`src/sv/tcce_fifo.sv`:
```
module tcce_fifo #(
    parameter type T     = logic,
    parameter int  DEPTH = 2
) (
    input  logic clk,
    input  logic rst_n,
    input  logic push,
    input  T     din,
    output logic full,
    input  logic pop,
    output T     dout,
    output logic empty
);
    localparam int PW = (DEPTH > 1) ? $clog2(DEPTH) : 1;
    localparam int NW = $clog2(DEPTH + 1);

    T              entry_reg [DEPTH];
    logic [PW-1:0] wr_ptr_reg, wr_ptr_next;
    logic [PW-1:0] rd_ptr_reg, rd_ptr_next;
    logic [NW-1:0] count_reg, count_next;
    logic          push_ok;
    logic          pop_ok;

    assign full    = (count_reg == NW'(DEPTH));
    assign empty   = (count_reg == '0);
    assign push_ok = push && !full;
    assign pop_ok  = pop && !empty;
    assign dout    = entry_reg[rd_ptr_reg];

    always_comb
    begin
        wr_ptr_next = wr_ptr_reg;
        rd_ptr_next = rd_ptr_reg;
        count_next  = count_reg;
        if (push_ok)
        begin
            wr_ptr_next = (wr_ptr_reg == PW'(DEPTH - 1)) ? '0 : wr_ptr_reg + 1'b1;
        end
        if (pop_ok)
        begin
            rd_ptr_next = (rd_ptr_reg == PW'(DEPTH - 1)) ? '0 : rd_ptr_reg + 1'b1;
        end
        if (push_ok && !pop_ok)
        begin
            count_next = count_reg + 1'b1;
        end
        else if (pop_ok && !push_ok)
        begin
            count_next = count_reg - 1'b1;
        end
    end

    always_ff @(posedge clk or negedge rst_n)
    begin
        if (!rst_n)
        begin
            wr_ptr_reg <= '0;
            rd_ptr_reg <= '0;
            count_reg  <= '0;
        end
        else
        begin
            wr_ptr_reg <= wr_ptr_next;
            rd_ptr_reg <= rd_ptr_next;
            count_reg  <= count_next;
        end
    end

    always_ff @(posedge clk)
    begin
        if (push_ok)
        begin
            entry_reg[wr_ptr_reg] <= din;
        end
    end

endmodule

```
`config.mk`:
```
export PLATFORM = sky130hd
export DESIGN_NAME = tcce_fifo
export DESIGN_NICKNAME = d
export VERILOG_FILES = /design/src/sv/tcce_fifo.sv
export SDC_FILE = /design/constraint.sdc
export NUM_CORES = 1
export LEC_CHECK = 0
export ABC_CLOCK_PERIOD_IN_PS = 1900
export BUFFER_PORTS_ARGS = -buffer_cell sky130_fd_sc_hd__buf_2
export CORE_AREA = 2 2 39 41
export DETAILED_ROUTE_END_ITERATION = 8
export DIE_AREA = 0 0 41 43
export GPL_TIMING_DRIVEN = 1
export PLACE_DENSITY = 0.42
export SYNTH_ARGS = -nofsm -noshare
export SYNTH_HDL_FRONTEND = slang
export SYNTH_SLANG_ARGS = --single-unit
```
`constraint.sdc`:
```
create_clock -name clk -period 1.9 [get_ports clk]
set_clock_uncertainty 0.1 [all_clocks]
set_input_delay 0.095 -clock clk [delete_from_list [all_inputs] [get_ports clk]]
set_output_delay 0.095 -clock clk [all_outputs]
set_load 0.02 [all_outputs]
```
==> results.yml <==
layout:
  num-fill-cells: 148
  final_util: 0.267
  syn2layout_area_growth_pct: 37.9
  num-nets-final: 42
  diodes: 0
  fin_cells: 51
  fin_area_um2: 369
  drive_gt1_frac: 0.314
worst_setup_path:
  reg2reg_depth: 6
  endpoint_kind: "flip-flop"
  crit_path_max_fanout: 5
  required_ps: 1970
  worstReg2RegEnd: "count_reg[1]"
  rrSetupSlack_ps: 300
  crit_type: "reg -> reg"
  arrival_ps: 1670
  start_kind: "flip-flop"
  regToRegStartpoint: "count_reg[0]"
clocking:
  numCtsBuffers: 3
  clk_latency_ps: 250
  clockRootBuffer: "clkbuf_4"
  cts-resized-gates: 0
  clkTransAtPathRegs_ps: 50
  cts_tree: "yes"
  post_cts_buffers: 0
  cts_num_sinks: 6
  cts.path.max_buffers: 2
  hold_buffers: 2
  cts_max_level: 1
die:
  die_area_um2: 1760
  fp-row-count: 14
  die_y_um: 43
  initial_core_util: 0.193
  core_um2: 1380
  chipWidth_um: 41
  io_pins: 8
synthesis:
  synth-xor-area-share: 0.164
  yosysWarnings: 0
  yosysTopAreaCellShare: 0.374
  synthDistinctLibCells: 12
  synth_fa_ha_area_frac: 0.0467
  synth_seq_cells: 6
  synthMuxAreaShare: 0.0421
  syn_area_per_cell_um2: 12.2
  synth_enable_flop_cells: 2
  synth_common_cells: "dfrtp_1, nor2_1, xnor2_1"
  yosysTopAreaCell: "dfrtp_1"
  synth_compound_area_frac: 0.0187
  synthCells: 22
  synth_top_family_by_area: "XOR/XNOR gates"
  async_flop_share: 0.667
  yosysMostFrequentCell: "dfrtp_1"
  seq_area_frac_synth: 0.598
  synthesis.area_um2: 268
  yosys.area_share.simple: 0.103
  dominantRegCellSynth: "dfrtp_1"
  synth_top_cells_by_area: "dfrtp_1, edfxtp_1, xnor2_1, xor2_1, ha_1"
  synth_nets: 28
route:
  drt_iter0_drc: 0
  post_drt_wl_per_cell_um: 8.35
  drt_pre_antenna_iters: 1
  drt-total-wl_um: 426
  drc: 0
  viasPerCell: 3.71
  ant_nets: 0
  via_count: 189
run_status:
  outcome: "finished clean"
grt:
  grt_max_degree: 6
  antenna_found_initial: 0
  grt_pass1_wl_um: 655
  track_usage: 0.0618
  first_global_vias: 193
  grt_remaining_overflow: 0
sta:
  fin_crit_ps: 1600
  fin_ws_ps: 298
  timing.hold.ws_ps: 65.6
  max_freq_mhz: 624
  slew_viol_final: 0
  tns_ps: 0
  setup_viol: 0
  worstMarginPinSlew_ps: 206
  period_share: 0.843
  rsz0062_at_grt: "false"
  max_slew_margin: 0.862
  hold_viol: 0
power_and_ir_drop:
  p_leak_nw: 0.178
  power.density_nw_per_um2: 1670
  power.total_mw: 0.618
  vdd_ir_drop_max_mv: 0.381
placed_design:
  gp_congestion: 0.648
  placed_area_um2: 323
  port_buffers: 7
  dp_slack_ps: 292
  placed_cells: 45
worst_hold_path:
  hold_path_class: "in -> reg"
  holdPathEnd: "wr_ptr_reg"
  min_delay_path_depth: 3
  min-delay-start: "push"
run:
  maxCapViolCount: 0
-- critical path: stages, from the launching register on --
cell      delay, ps
dfrtp_1         430
nand2b_1        210
nand2_1         140
inv_1            60
ha_1            300
nor2_1          140
xor2_1          160
-- power by group --
group	internal (mW)	leakage, nW	total, mW	switching (mW)
clock	0.0798	0.0150	0.129	0.0492
sequential	0.194	0.0652	0.246	0.0517
combinational	0.117	0.0981	0.243	0.125
total	0.391	0.178	0.618	0.226
-- logic make-up after synthesis --
kind of cell,after synthesis
compound gates,1
xor+xnor,5
fa+ha+maj,1
buf+inv,2
flops,6
mux,1
simple gates,6
-- area by class of cell --
cell class	count	area, um^2	share of cell area
sequential	6	160	0.434
tap	16	20.0	0.0542
timing repair buffer	9	55.1	0.149
multi-input combinational	14	100	0.271
inverter	2	7.51	0.0203
clock buffer	4	26.3	0.0712
-- per-layer routing --
layer | GRT usage | share of wire | up-vias
met5 | 0 | 0 | -
li1 | - | - | 96
met2 | 0.0781 | 0.47 | 6
met3 | 0.0157 | 0.035 | 3
met1 | 0.0596 | 0.44 | 84
met4 | 0.100 | 0.054 | 0
-- how the worst max path moves through the flow --
stage | start | to
3_3_place_gp | count_reg[0] | count_reg[1]
6_report | count_reg[0] | count_reg[1]
3_5_place_dp | count_reg[0] | count_reg[1]
5_1_grt | count_reg[0] | count_reg[1]
2_1_floorplan | count_reg[0] | count_reg[1]
4_1_cts | count_reg[0] | count_reg[1]
-- placed cells by master (no fill, tap or decap), types with 2 or more instances in the layout --
| cell | netlist | layout |
|---|---|---|
| inv_1 | 2 | 2 |
| xnor2_1 | 3 | 3 |
| clkbuf_4 | 0 | 3 |
| buf_2 | 0 | 7 |
| xor2_1 | 2 | 2 |
| edfxtp_1 | 2 | 2 |
| dfrtp_1 | 4 | 4 |
| nor2_1 | 3 | 3 |
| dlygate4sd3_1 | 0 | 2 |
No activity file was read; power rests on OpenSTA's default activity.
