**src/sv/tcce_pkg.sv**
```systemverilog
package tcce_pkg;

    localparam logic [1:0] OP_PUT   = 2'd0;
    localparam logic [1:0] OP_CLEAR = 2'd1;
    localparam logic [1:0] OP_READ  = 2'd2;

    localparam logic [7:0] CH_BACKSPACE = 8'h08;
    localparam logic [7:0] CH_TAB       = 8'h09;
    localparam logic [7:0] CH_LF        = 8'h0A;
    localparam logic [7:0] CH_CR        = 8'h0D;
    localparam logic [7:0] CH_SPACE     = 8'h20;

    localparam int         TAB_STOP     = 8;
    localparam logic [7:0] ATTR_RESET   = 8'h02;
    localparam int         QUEUE_DEPTH  = 2;

    typedef struct packed {
        logic [1:0]  opcode;
        logic [7:0]  char_code;
        logic [10:0] cell_index;
    } in_item_t;

    typedef struct packed {
        logic [6:0]  cursor_col;
        logic [4:0]  cursor_row;
        logic [10:0] cursor_offset;
        logic [15:0] read_data;
    } out_item_t;

    typedef enum logic [2:0] {
        K_NOP,
        K_BS,
        K_TAB,
        K_CR,
        K_LF,
        K_CHAR,
        K_CLEAR,
        K_READ
    } kind_t;

    typedef struct packed {
        kind_t       kind;
        logic [7:0]  char_code;
        logic [10:0] cell_index;
        logic        in_range;
    } cmd_t;

endpackage

```
**src/sv/tcce_front.sv**
```systemverilog
module tcce_front #(
    parameter int COLUMNS = 80,
    parameter int ROWS    = 25
) (
    input  tcce_pkg::in_item_t item,
    output tcce_pkg::cmd_t     cmd
);
    import tcce_pkg::*;

    localparam int CELLS = COLUMNS * ROWS;

    always_comb
    begin
        cmd.char_code  = item.char_code;
        cmd.cell_index = item.cell_index;
        cmd.in_range   = ({21'd0, item.cell_index} < 32'(CELLS));
        cmd.kind       = K_NOP;
        case (item.opcode)
            OP_PUT:
            begin
                if (item.char_code == CH_BACKSPACE)
                begin
                    cmd.kind = K_BS;
                end
                else if (item.char_code == CH_TAB)
                begin
                    cmd.kind = K_TAB;
                end
                else if (item.char_code == CH_CR)
                begin
                    cmd.kind = K_CR;
                end
                else if (item.char_code == CH_LF)
                begin
                    cmd.kind = K_LF;
                end
                else if (item.char_code >= CH_SPACE)
                begin
                    cmd.kind = K_CHAR;
                end
            end
            OP_CLEAR: cmd.kind = K_CLEAR;
            OP_READ:  cmd.kind = K_READ;
            default:  cmd.kind = K_NOP;
        endcase
    end

endmodule

```
**config.mk**
```make
export PLATFORM = sky130hd
export DESIGN_NAME = tcce_front
export DESIGN_NICKNAME = d
export VERILOG_FILES = /design/src/sv/tcce_pkg.sv /design/src/sv/tcce_front.sv
export SDC_FILE = /design/constraint.sdc
export NUM_CORES = 1
export LEC_CHECK = 0
export ABC_CLOCK_PERIOD_IN_PS = 3400
export BUFFER_PORTS_ARGS = -buffer_cell sky130_fd_sc_hd__buf_2
export CAP_MARGIN = 10
export CORE_AREA = 2 2 39 41
export DETAILED_ROUTE_END_ITERATION = 8
export DIE_AREA = 0 0 41 43
export GPL_TIMING_DRIVEN = 0
export PLACE_DENSITY = 0.65
export RECOVER_POWER = 25
export SETUP_SLACK_MARGIN = 0.5
export SLEW_MARGIN = 20
export SYNTH_ARGS = -nofsm -noshare
export SYNTH_HDL_FRONTEND = slang
export SYNTH_SLANG_ARGS = --single-unit
```
**constraint.sdc**
```tcl
create_clock -name vclk -period 3.4
set_input_delay 0.85 -clock vclk [all_inputs]
set_output_delay 0.85 -clock vclk [all_outputs]
set_load 0.005 [all_outputs]
```
==> reports/summary.md <==
In the post-synthesis netlist, the biggest area contributors are sky130_fd_sc_hd__buf_4 50%, sky130_fd_sc_hd__ha_1 8.8%, sky130_fd_sc_hd__a221oi_2 5.3%. For this run, the number of Yosys warnings is 0. The number of max-cap violations was 0. The cell type with the largest total area after synthesis is sky130_fd_sc_hd__buf_4. The logs give 0.08544 for the met1 demand-to-capacity share in global routing and 282.8 um2 for the combined area of all synthesized cells. The area share of the largest cell type after synthesis came out at 0.5044. For this design the static power due to leakage is 0.3005 nW. The maximum fanout along the worst path was 4; the antenna diode instance count was 0. The cell family contributing the most delay on the critical path is buffers and inverters. The ratio of cells with drive above 1 in the final layout works out to 0.7922.

The starting density of the core came out at 0.2043. The sequential area share after synthesis is 0, and the count of endpoints failing hold in the final timing report is 0. Summing all flip-flop and latch instances after layout gives 0 um2. The path class of the tightest hold or removal check is in -> out. The die outline width works out to 41 um. The net count after synthesis was 60. The worst setup path is captured at an output port. Together, buffers and inverters on the worst path number 3. The tools report the number of global-route vias before repair as 271. The met3 track demand over resource is 0, and the synthesis-to-layout area growth is 77.43%.

The number of design rule violations left after detail routing was 0; the area taken by multi-input logic gates was 132.6 um2. The port buffer count was 40. Cell with the largest stage delay on the worst path: sky130_fd_sc_hd__and4bb_2.

The count of clock buffers in the final design was 0; the total die area was 1763 um2. The final number of max-transition violations came out at 0. The worst setup path is launched from a primary input. The worst relative slew slack is 0.8130. In this run, post-CTS repair resized a total of 0 instances. The critical path start-end classification is in -> out. Global-route usage over all layers: 0.07093. The library cells used most frequently in the layout, excluding fill and tap cells, are 39 x sky130_fd_sc_hd__buf_2, 15 x sky130_fd_sc_hd__buf_4, 4 x sky130_fd_sc_hd__clkbuf_4. The run gives 0 as the number of antenna violations at the first check in global routing.

Static timing analysis puts the maximum clock frequency at 0.3678 GHz. The logs give 0.6963 for the placer's final routability congestion estimate and 659.8 um for the half-perimeter wire length of the detailed placement result. The largest single stage delay on the critical path is 0.26 ns. Dividing the detail-routed wire length by the instance count gives 7.409 um.

For the post-layout utilization of the core, the log shows 0.3626. The peak ir drop on the vdd network was 42.86 uV; the slew at the pin closest to its max-slew limit was 0.2765 ns. Setup repair after global routing left no endpoint under its margin.

On the final layout, the worst hold slack is 1.872 ns. In this run the number of cells on the critical path is 7. The vertical die dimension was 43 um. The placeable core area is 1384 um2, and the number of fill cells is 151.

The final clock period utilization by the worst path was 0.7997; the unique cell type count in the Yosys netlist was 15. Walking the worst path, the cells encountered are buf_2 > inv_1 > ha_1 > and4bb_2 > a221oi_2 > a21oi_1 > buf_2. The most critical setup path has its endpoint at cmd[20]. The tools report the count of endpoints failing setup in the final report as 0.

The critical path starts at item[20]. After global routing the overflow that remains totals 0. After layout, the minimum clock period comes to 2.719 ns. The met2 routing resource usage after global routing is 0.1375, and the net count of the finished layout is 102. The run gives 938 um as the first-pass GRT wire length. The run gives 1 as the number of detailed-route iterations in the first pass. The number of setup buffers added after CTS is 0.

The detail route stage leaves a number of antenna-violating nets equal to 0. The final instance area was 501.7 um2. A synthesized cell averages 7.642 um2. The required time reported for the critical path endpoint came out at 2.55 ns.

Number of rows created at floorplan: 14. The routed layout has 375 vias. Pin placement for this block handled 44 I/O pins.

After global routing, the most crowded layer is met2. The run finished with clean final reports. The logs give 1.87 ns for the arrival time at the worst endpoint and 0 ns for the total negative setup slack.

The run gives 0 as the count of routing violations after the opening detailed-route iteration. For the layout sequential cell count, the log shows 0. The cell occurring most often along the worst timing path is sky130_fd_sc_hd__buf_2. The number of instances in the synthesized netlist is 37, and the largest net degree at the start of global routing is 5. The power density over cell area is 114.1 nW/um2, and the total routed wirelength is 689 um. In this run, post-CTS hold repair placed 0 buffers. The via count normalized by instance count came out at 4.032. Most common cell after layout, fill and taps aside: sky130_fd_sc_hd__buf_2. Area after detailed placement: 503.0 um2.
## layout make-up
cell class	instances	share of cell area
plain buffers	19	0.2843
inverters	2	0.01496
multi-input cells	16	0.2643
well taps	16	0.03990
repair buffers	40	0.3965
## per-stage QoR
stage | setup slack, ns | power [W] | instances
after CTS | 0.6739 | 0.00005883 | 93
after detailed placement | 0.6739 | 0.00005870 | 93
final | 0.6809 | 0.00005723 | 93
after floorplan | 0.9579 | 0.00002945 | 37
after global routing | 0.5996 | 0.00006444 | 93
after global placement | 0.6795 | 0.00005796 | 93
## cell families (layout without fill, tap and decap cells)
kind of cell | Yosys count | count (layout) | synth area share
AOI/OAI and AO/OA | 5 | 5 | 0.1504
xor gates and xnor gates | 1 | 1 | 0.03098
adders and majority gates | 2 | 2 | 0.08848
buffers and inverters | 21 | 61 | 0.5310
and+or+nand+nor | 8 | 8 | 0.1991
## Yosys cell counts
cell type and count:
sky130_fd_sc_hd__a211oi_1 1, sky130_fd_sc_hd__a21oi_1 1, sky130_fd_sc_hd__buf_4 19, sky130_fd_sc_hd__ha_1 2, sky130_fd_sc_hd__xnor2_1 1, sky130_fd_sc_hd__and4bb_2 1, sky130_fd_sc_hd__or3_4 1, sky130_fd_sc_hd__a221oi_2 1
sky130_fd_sc_hd__nor2_1 2, sky130_fd_sc_hd__nor3_1 2, sky130_fd_sc_hd__a31oi_1 1, sky130_fd_sc_hd__nor4b_1 1, sky130_fd_sc_hd__inv_1 2, sky130_fd_sc_hd__and3_1 1, sky130_fd_sc_hd__o2111ai_1 1
## per-layer routing
| metal | part of all wire | routed length (um) | up-vias |
|---|---|---|---|
| met5 | 0 | 0 | - |
| met4 | 0 | 0 | 0 |
| met3 | 0.23 | 159 | 0 |
| met2 | 0.43 | 298 | 35 |
| met1 | 0.34 | 232 | 149 |
| li1 | - | - | 191 |
## how the worst min path moves through the flow
| stage | cells past startpoint | to | slack [ns] | from |
|---|---|---|---|---|
| 2_1_floorplan | 1 | cmd[20] | 1.75 | item[20] |
| 3_3_place_gp | 2 | cmd[3] | 1.87 | item[2] |
| 3_5_place_dp | 2 | cmd[1] | 1.87 | item[0] |
| 4_1_cts | 2 | cmd[1] | 1.87 | item[0] |
| 5_1_grt | 2 | cmd[3] | 1.89 | item[2] |
| 6_report | 2 | cmd[3] | 1.87 | item[2] |
## where the power goes
group          switching (W)  total [W]  internal, W
clock                      0          0            0
sequential                 0          0            0
combinational      0.0000212  0.0000572    0.0000360
total              0.0000212  0.0000572    0.0000360
(Power assumes the default switching activity.)
